### config.mk
export PLATFORM = sky130hd
export DESIGN_NAME = sawtooth_reset_diffusion_step
export DESIGN_NICKNAME = d
export VERILOG_FILES = /design/src/hdl/srds_pkg.sv /design/src/hdl/sawtooth_reset_diffusion_step.sv
export SDC_FILE = /design/constraint.sdc
export NUM_CORES = 2
export LEC_CHECK = 0
export ABC_AREA = 1
export BUFFER_PORTS_ARGS = -buffer_cell sky130_fd_sc_hd__buf_2
export CAP_MARGIN = 10
export CORE_UTILIZATION = 55
export DETAILED_ROUTE_END_ITERATION = 8
export GPL_ROUTABILITY_DRIVEN = 0
export PLACE_DENSITY = 0.78
export SLEW_MARGIN = 30
export SYNTH_ARGS = -nofsm -noshare
export SYNTH_HDL_FRONTEND = slang
export SYNTH_SLANG_ARGS = --single-unit
### constraint.sdc
create_clock -name i_clk -period 9.4 [get_ports i_clk]
set_input_delay 0.47 -clock i_clk [delete_from_list [all_inputs] [get_ports i_clk]]
set_output_delay 0.47 -clock i_clk [all_outputs]
set_load 0.01 [all_outputs]
### src/hdl/srds_pkg.sv
package srds_pkg;

    // Defaults for the top-level parameters
    localparam int POSITION_WIDTH_DEF     = 32;
    localparam int POSITION_FRAC_BITS_DEF = 16;
    localparam int NOISE_FRAC_BITS_DEF    = 12;

    // Fixed field widths
    localparam int STEP_W      = 24;  // drift steps and noise scale
    localparam int UNIFORM_W   = 16;
    localparam int GAUSS_W     = 16;
    localparam int THRESH_W    = 17;
    localparam int CFG_INDEX_W = 3;

    // Register map of the configuration channel
    typedef enum logic [CFG_INDEX_W-1:0] {
        CFG_RING_LENGTH      = 3'd0,
        CFG_APEX_POSITION    = 3'd1,
        CFG_DRIFT_LEFT_STEP  = 3'd2,
        CFG_DRIFT_RIGHT_STEP = 3'd3,
        CFG_NOISE_SCALE      = 3'd4,
        CFG_RESET_THRESHOLD  = 3'd5,
        CFG_START_POSITION   = 3'd6
    } t_cfg_reg;

endpackage

### src/hdl/sawtooth_reset_diffusion_step.sv
// Sawtooth-reset diffusion step. Each input request is one Euler-Maruyama step of a particle on
// a ring of length L: a diffusing particle adds noise_scale * gaussian_draw (rounded to nearest,
// ties upward) and wraps once by L, saturating if the step is longer than L; a uniform draw
// below reset_threshold switches it to the resetting phase and adds the sawtooth drift on that
// step too (-drift_left_step left of the apex, +drift_right_step right of it, none on it). A
// resetting particle adds drift plus noise and returns to diffusing, wrapped, once it reaches
// <= 0 or >= L. A request with tuser set loads start_position in the diffusing phase and skips
// the step. Throughput is one request per clock while the output is not stalled; the result
// passes through the input register, noise multiplier register and result register. The
// particle state is updated as a result enters the output register, so consecutive requests
// see each other's result without stalls. Configuration is written through the cfg channel,
// which is always ready; the user must write it only while no request is in flight, as the
// block does not enforce this. Positions and L, the apex and the start are unsigned with
// POSITION_FRAC_BITS fraction bits; the Gaussian draw is signed with NOISE_FRAC_BITS.
module sawtooth_reset_diffusion_step
    import srds_pkg::*;
#(
    parameter int POSITION_WIDTH     = POSITION_WIDTH_DEF,
    parameter int POSITION_FRAC_BITS = POSITION_FRAC_BITS_DEF,
    parameter int NOISE_FRAC_BITS    = NOISE_FRAC_BITS_DEF
) (
    input  logic                            i_clk,
    input  logic                            i_rst_n,

    // configuration writes
    input  logic                            i_cfg_valid,
    output logic                            o_cfg_ready,
    input  logic [CFG_INDEX_W-1:0]          i_cfg_index,
    input  logic [((POSITION_WIDTH > STEP_W) ? POSITION_WIDTH : STEP_W)-1:0] i_cfg_data,

    // input requests
    input  logic                            i_s_axis_tvalid,
    output logic                            o_s_axis_tready,
    input  logic [UNIFORM_W+GAUSS_W-1:0]    i_s_axis_tdata,  // uniform_draw, gaussian_draw
    input  logic                            i_s_axis_tuser,  // restart

    // results
    output logic                            o_m_axis_tvalid,
    input  logic                            i_m_axis_tready,
    output logic [((POSITION_WIDTH+7)/8)*8-1:0] o_m_axis_tdata,  // position, zero padding
    output logic                            o_m_axis_tuser   // phase_now
);

    localparam int PW     = POSITION_WIDTH;
    localparam int OUT_W  = ((PW + 7) / 8) * 8;
    // signed product of zero-extended scale and Gaussian draw
    localparam int PROD_W = STEP_W + 1 + GAUSS_W;
    localparam int NW     = PROD_W - NOISE_FRAC_BITS;
    localparam int MAX_A  = (PW > STEP_W) ? PW : STEP_W;
    localparam int MAX_W  = (MAX_A > NW) ? MAX_A : NW;
    localparam int SW     = MAX_W + 2;  // x + drift + noise never overflows

    // ---------------- configuration registers ----------------
    logic [PW-1:0]       r_ring_length;
    logic [PW-1:0]       r_apex_position;
    logic [STEP_W-1:0]   r_drift_left_step;
    logic [STEP_W-1:0]   r_drift_right_step;
    logic [STEP_W-1:0]   r_noise_scale;
    logic [THRESH_W-1:0] r_reset_threshold;
    logic [PW-1:0]       r_start_position;

    assign o_cfg_ready = 1'b1;

    always_ff @(posedge i_clk) begin
        if (!i_rst_n) begin
            r_ring_length      <= PW'(1) << POSITION_FRAC_BITS;
            r_apex_position    <= PW'(1) << (POSITION_FRAC_BITS - 1);
            r_drift_left_step  <= '0;
            r_drift_right_step <= '0;
            r_noise_scale      <= '0;
            r_reset_threshold  <= '0;
            r_start_position   <= '0;
        end else if (i_cfg_valid && o_cfg_ready) begin
            unique case (t_cfg_reg'(i_cfg_index))
                CFG_RING_LENGTH:      r_ring_length      <= i_cfg_data[PW-1:0];
                CFG_APEX_POSITION:    r_apex_position    <= i_cfg_data[PW-1:0];
                CFG_DRIFT_LEFT_STEP:  r_drift_left_step  <= i_cfg_data[STEP_W-1:0];
                CFG_DRIFT_RIGHT_STEP: r_drift_right_step <= i_cfg_data[STEP_W-1:0];
                CFG_NOISE_SCALE:      r_noise_scale      <= i_cfg_data[STEP_W-1:0];
                CFG_RESET_THRESHOLD:  r_reset_threshold  <= i_cfg_data[THRESH_W-1:0];
                CFG_START_POSITION:   r_start_position   <= i_cfg_data[PW-1:0];
                default: ;  // unmapped index: write dropped
            endcase
        end
    end

    // ---------------- flow control ----------------
    // Each stage moves when the next one is empty or moving, so bubbles close up
    // even while a result waits at the output.
    logic r_s1_valid, r_s2_valid, r_out_valid;
    logic out_free, s2_free, s1_free;

    assign out_free        = !r_out_valid || i_m_axis_tready;
    assign s2_free         = !r_s2_valid || out_free;
    assign s1_free         = !r_s1_valid || s2_free;
    assign o_s_axis_tready = s1_free;

    always_ff @(posedge i_clk) begin
        if (!i_rst_n) begin
            r_s1_valid  <= 1'b0;
            r_s2_valid  <= 1'b0;
            r_out_valid <= 1'b0;
        end else begin
            if (s1_free)  r_s1_valid  <= i_s_axis_tvalid;
            if (s2_free)  r_s2_valid  <= r_s1_valid;
            if (out_free) r_out_valid <= r_s2_valid;
        end
    end

    // ---------------- stage 1: input register ----------------
    logic [UNIFORM_W-1:0]      r_s1_uniform;
    logic signed [GAUSS_W-1:0] r_s1_gauss;
    logic                      r_s1_restart;

    always_ff @(posedge i_clk) begin
        if (s1_free) begin
            r_s1_uniform <= i_s_axis_tdata[UNIFORM_W-1:0];
            r_s1_gauss   <= i_s_axis_tdata[UNIFORM_W+GAUSS_W-1:UNIFORM_W];
            r_s1_restart <= i_s_axis_tuser;
        end
    end

    // ---------------- stage 2: noise term ----------------
    // Arithmetic shift of product plus half an LSB: round to nearest, ties up.
    logic signed [PROD_W-1:0] noise_prod;
    logic signed [PROD_W-1:0] noise_rnd;
    logic signed [NW-1:0]     r_s2_noise;
    logic [UNIFORM_W-1:0]     r_s2_uniform;
    logic                     r_s2_restart;

    assign noise_prod = $signed({1'b0, r_noise_scale}) * r_s1_gauss;
    assign noise_rnd  = noise_prod + (PROD_W'(1) <<< (NOISE_FRAC_BITS - 1));

    always_ff @(posedge i_clk) begin
        if (s2_free) begin
            r_s2_noise   <= noise_rnd[PROD_W-1:NOISE_FRAC_BITS];
            r_s2_uniform <= r_s1_uniform;
            r_s2_restart <= r_s1_restart;
        end
    end

    // ---------------- stage 3: position update ----------------
    logic [PW-1:0]        r_pos;
    logic                 r_phase;
    logic [PW-1:0]        r_out_pos;
    logic                 r_out_phase;

    logic signed [SW-1:0] x_s, n_s, drift_s, len_s, top_s;
    logic signed [SW-1:0] step_s, wrap_a, wrap_b;
    logic                 start_reset;
    logic [PW-1:0]        n_pos;
    logic                 n_phase;

    always_comb begin
        x_s   = $signed({{(SW-PW){1'b0}}, r_pos});
        n_s   = $signed({{(SW-NW){r_s2_noise[NW-1]}}, r_s2_noise});
        len_s = $signed({{(SW-PW){1'b0}}, r_ring_length});
        top_s = (r_ring_length == '0) ? '0 : len_s - SW'(1);

        // drift judged on the position before the step
        if (r_pos < r_apex_position) begin
            drift_s = -$signed({{(SW-STEP_W){1'b0}}, r_drift_left_step});
        end else if (r_pos > r_apex_position) begin
            drift_s = $signed({{(SW-STEP_W){1'b0}}, r_drift_right_step});
        end else begin
            drift_s = '0;
        end

        start_reset = ({1'b0, r_s2_uniform} < r_reset_threshold);

        // diffusing adds drift only on the step that starts a reset
        if (r_phase || start_reset) begin
            step_s = x_s + drift_s + n_s;
        end else begin
            step_s = x_s + n_s;
        end

        // one wrap by L, then saturate into [0, L-1]
        priority if (step_s < 0) begin
            wrap_a = step_s + len_s;
        end else if (step_s >= len_s) begin
            wrap_a = step_s - len_s;
        end else begin
            wrap_a = step_s;
        end
        priority if (wrap_a < 0) begin
            wrap_b = '0;
        end else if (wrap_a > top_s) begin
            wrap_b = top_s;
        end else begin
            wrap_b = wrap_a;
        end

        if (r_s2_restart) begin
            n_pos   = r_start_position;
            n_phase = 1'b0;
        end else if (!r_phase) begin
            n_pos   = wrap_b[PW-1:0];
            n_phase = start_reset;
        end else if (step_s <= 0 || step_s >= len_s) begin
            // reached an end of the ring: back to diffusing
            n_pos   = wrap_b[PW-1:0];
            n_phase = 1'b0;
        end else begin
            n_pos   = step_s[PW-1:0];
            n_phase = 1'b1;
        end
    end

    always_ff @(posedge i_clk) begin
        if (!i_rst_n) begin
            r_pos   <= '0;
            r_phase <= 1'b0;
        end else if (r_s2_valid && out_free) begin
            r_pos   <= n_pos;
            r_phase <= n_phase;
        end
    end

    always_ff @(posedge i_clk) begin
        if (r_s2_valid && out_free) begin
            r_out_pos   <= n_pos;
            r_out_phase <= n_phase;
        end
    end

    assign o_m_axis_tvalid = r_out_valid;
    assign o_m_axis_tdata  = OUT_W'(r_out_pos);
    assign o_m_axis_tuser  = r_out_phase;

`ifndef SYNTHESIS
    // a pending result always matches the particle state it left behind
    a_out_matches_state: assert property (@(posedge i_clk) disable iff (!i_rst_n)
        r_out_valid |-> (r_out_pos == r_pos && r_out_phase == r_phase))
        else $error("output register out of step with particle state");

    // a restart always lands in the diffusing phase at the start position
    a_restart_loads: assert property (@(posedge i_clk) disable iff (!i_rst_n)
        (r_s2_valid && out_free && r_s2_restart) |=>
            (!r_out_phase && r_out_pos == $past(r_start_position)))
        else $error("restart did not load start position");

    // no noise scale, no noise
    a_zero_noise: assert property (@(posedge i_clk) disable iff (!i_rst_n)
        (r_s2_valid && r_noise_scale == '0 && $past(r_noise_scale) == '0) |->
            (r_s2_noise == '0))
        else $error("noise term non-zero with zero scale");
`endif

endmodule
==> reports/qor.csv <==
metric,value,unit
result of the run,"finished, final reports clean",
worst reg2reg setup slack,0.17,ns
synthesized netlist net count,6731,
register clock-pin slew on the reported worst setup and hold paths,0.07,ns
worst reg2reg startpoint,r_drift_left_step[0],
post-route DRC violation count,0,
routed length per instance,19.6,um
Worst EP arrival,9.73,ns
number of setup violations in the final report,0,
CTS Root Cell,clkbuf_16,
number of synthesized flops with an enable pin,112,
clock latency on the worst-skew pair,0.61,ns
worst-case vdd ir drop,0.000340,V
clock tree from TritonCTS,built,
category of the worst setup path capture point,flip-flop,
cell area power density,337,mW/mm^2
wire length on met2,64.3,mm
Boundary Pins,109,
drt first pass iters,9,
core area,0.0730,sq mm
"Hold Vio Cnt, Final",0,
clk_skew,0.0345,ns
time the worst path needs with I/O delays and setup,9.23,ns
timing-limited maximum frequency,108,MHz
leakage power,25.2,nW
final global-route overflow total,0,
fin. max-slew vios,0,
via count of the first global-routing pass,41700,
Final ANT Viol Nets,0,
Critical Path Start Type,flip-flop,
I/O Buffers,107,
CP most frequent cell,nand2_1,
number of levels in the clock H-tree,2,
worst hold path type,primary input to flip-flop,
Via Count,42600,
data required time at the worst endpoint,9.89,ns
number of register bits inferred by synthesis,333,
maximum buffer depth of the clock tree,3,
asr flop ratio synth,0,%
initial core utilization,55.5,%
Final HPWL DP,112,mm
maximum single-stage delay on the critical path,0.47,ns
DIE HEIGHT,273,um
Syn. warnings,0,
Final Core Density,65.1,%
pin count of the biggest net entering global routing,84,
final-stage net count,7202,
share of Yosys cell area claimed by the top area cell type,16.9,%
worst setup path class,flip-flop to flip-flop,
distinct cell type count after synthesis,55,
slowest cell on the critical path,fa_1,
average via count per standard cell,5.74,
leading post-synthesis cells by cell area,"fa_1 17%, nand2_1 14%, inv_1 12%",
detailed-routed wire length on met3,16.7,mm
transition time at the pin with the least slew margin,1.07,ns
drt first-iter violations,5073,
fraction of layout instances using a drive strength above 1,14.0,%
Avg Synthesized Cell Area,6.79,sq um
Hold Startpoint,i_s_axis_tdata[28],
biggest area consumer among synthesized cells,fa_1,
highest fanout seen on the critical path,17,
Die X,273,um
launch point of the critical path,r_drift_left_step[0],
Syn Std Cell Area,0.0405,sq mm
final worst path period share,98.2,%
Global Route Usage Sum,38.2,%
final-layout setup total negative slack,0,ns
number of hold buffers added after CTS,0,
"Top FF cell, synth",dfxtp_1,
total clock sinks,333,
global-route wire length before repair,222,mm
wl on met1,51.3,mm
top routing layer in use,met5,
cts bufs inserted,40,
area enclosed by the die boundary,0.0748,sq mm
max_cap viols,0,
antenna violations before repair,10,
Fillers,6065,
sequential fraction of the synthesis area,19.2,%
post-synthesis instance total,5968,
Layout area overhead,17.1,%
worst-case headroom to the max-slew limit,28.2,%
Rows,99,
WL final,146,mm
## layer usage
| layer | vias to the layer above | track usage, % |
|---|---|---|
| li1 | 19400 | - |
| met3 | 872 | 8.61 |
| met2 | 2803 | 61.6 |
| met5 | - | 0 |
| met4 | 8 | 28.3 |
| met1 | 19600 | 44.7 |
## through the flow
stage | setup WS, ns | power [mW] | hold slack (ns) | cells | cell area (sq um)
global placement | -0.161 | 13.0 | 0.402 | 7337 | 45300
CTS | 0.0148 | 14.9 | 0.0406 | 7413 | 46700
floorplan | 1.33 | 8.17 | 0.400 | 5968 | 40500
finish | 0.166 | 16.0 | 0.0479 | 7435 | 47500
global route | -0.246 | 17.0 | 0.0454 | 7433 | 47500
detailed placement | 0.0202 | 13.2 | 0.405 | 7338 | 45300
## path summary, 6_finish.rpt
kind	to	depth (start not counted)
setup reg to reg	r_pos[0]	63
setup / recovery	r_pos[0]	63
hold / removal	r_s1_gauss[12]	1
hold reg to reg	r_s2_uniform[8]	0
## synth_stat cells, drive strengths merged, types with 2 or more instances
library cell	instances
o21bai	13
o22ai	4
or2	34
a21oi	366
nand3	349
inv	1272
nor2	522
ha	348
nand2	1479
dfxtp	221
nand3b	14
edfxtp	112
a31oi	21
xnor2	36
and2	15
nand4	81
clkbuf	156
o211ai	8
nor4	14
o2111ai	2
nor3	58
and3	2
o211a	2
xor2	86
clkinv	3
o21a	12
o21ai	299
o221ai	3
a21boi	4
fa	342
a21o	16
buf	66
## logic make-up after synthesis
kind of cell	after synthesis	synth area share (%)
DFF	333	19.2
AOI/OAI and AO/OA	756	9.98
other	1	0.00925
buffers and inverters	1497	14.3
and+or+nand+nor	2569	26.3
xor gates and xnor gates	122	2.64
adders and majority gates	690	27.6
## cell type report
type	count	area [sq um]	area share, %
Antenna cell	5	12.5	0.0264
Clock buffer	56	1130	2.39
Multi-Input combinational cell	4141	27600	58.1
Clock inverter	18	234	0.493
Sequential cell	333	7790	16.4
Inverter	1275	4800	10.1
Timing Repair Buffer	648	4740	9.98
Tap cell	959	1200	2.53
## power breakdown
part           internal [mW]  switching (mW)  total (mW)  leakage, nW
combinational           5.20            7.34        12.5         21.5
sequential              1.68           0.137        1.82         2.95
clock                  0.938           0.693        1.63        0.665
## flip-flops by register name (all words and copies together) (netlist names)
| name | flops |
|---|---|
| r_noise_scale | 24 |
| r_s2_noise | 29 |
| r_start_position | 32 |
| r_drift_right_step | 24 |
| r_s1_uniform | 16 |
| o_m_axis_tuser | 1 |
| o_m_axis_tdata | 32 |
| r_reset_threshold | 17 |
| r_apex_position | 32 |
| r_s2_uniform | 16 |
| r_pos | 32 |
| r_s1_restart | 1 |
| r_drift_left_step | 24 |
| r_s2_valid | 1 |
| r_phase | 1 |
| r_s2_restart | 1 |
| r_s1_gauss | 16 |
| r_s1_valid | 1 |
| o_m_axis_tvalid | 1 |
| r_ring_length | 32 |
## layout by cell type (no fill, tap or decap), types with 34 or more instances in the layout
cell type,synthesis,final
clkbuf_16,0,42
nand4_1,81,81
nor3_1,56,48
inv_1,1261,1255
a21oi_1,356,349
o21ai_0,291,282
nand2_1,1475,1449
xor2_1,86,86
nand3_1,344,324
xnor2_1,36,35
or2_2,34,34
nor2_1,519,493
ha_1,348,336
buf_2,47,106
buf_4,4,529
edfxtp_1,112,112
dfxtp_1,221,220
fa_1,342,342
## what timing repair did
| action | CTS | global route |
|---|---|---|
| pin swaps | 0 | 30 |
| cloned | 1 | 3 |
| resized for setup | 4 | 139 |
| setup buffers | 0 | 13 |
| setup endpoints to repair | 5 | 64 |
| endpoints found under the hold margin | 0 | 0 |
## worst max-delay path, delay by kind of cell, from the launching register on
family,cells,cell delay (ns)
flip-flops,1,0.32
buffers and inverters,11,1.12
AND/OR/NAND/NOR,41,5.01
XOR/XNOR,1,0.20
adder cells (fa/ha/maj),5,1.60
AO/OA/AOI/OAI,5,0.84
Note: power is estimated with default switching activity, not from simulation.
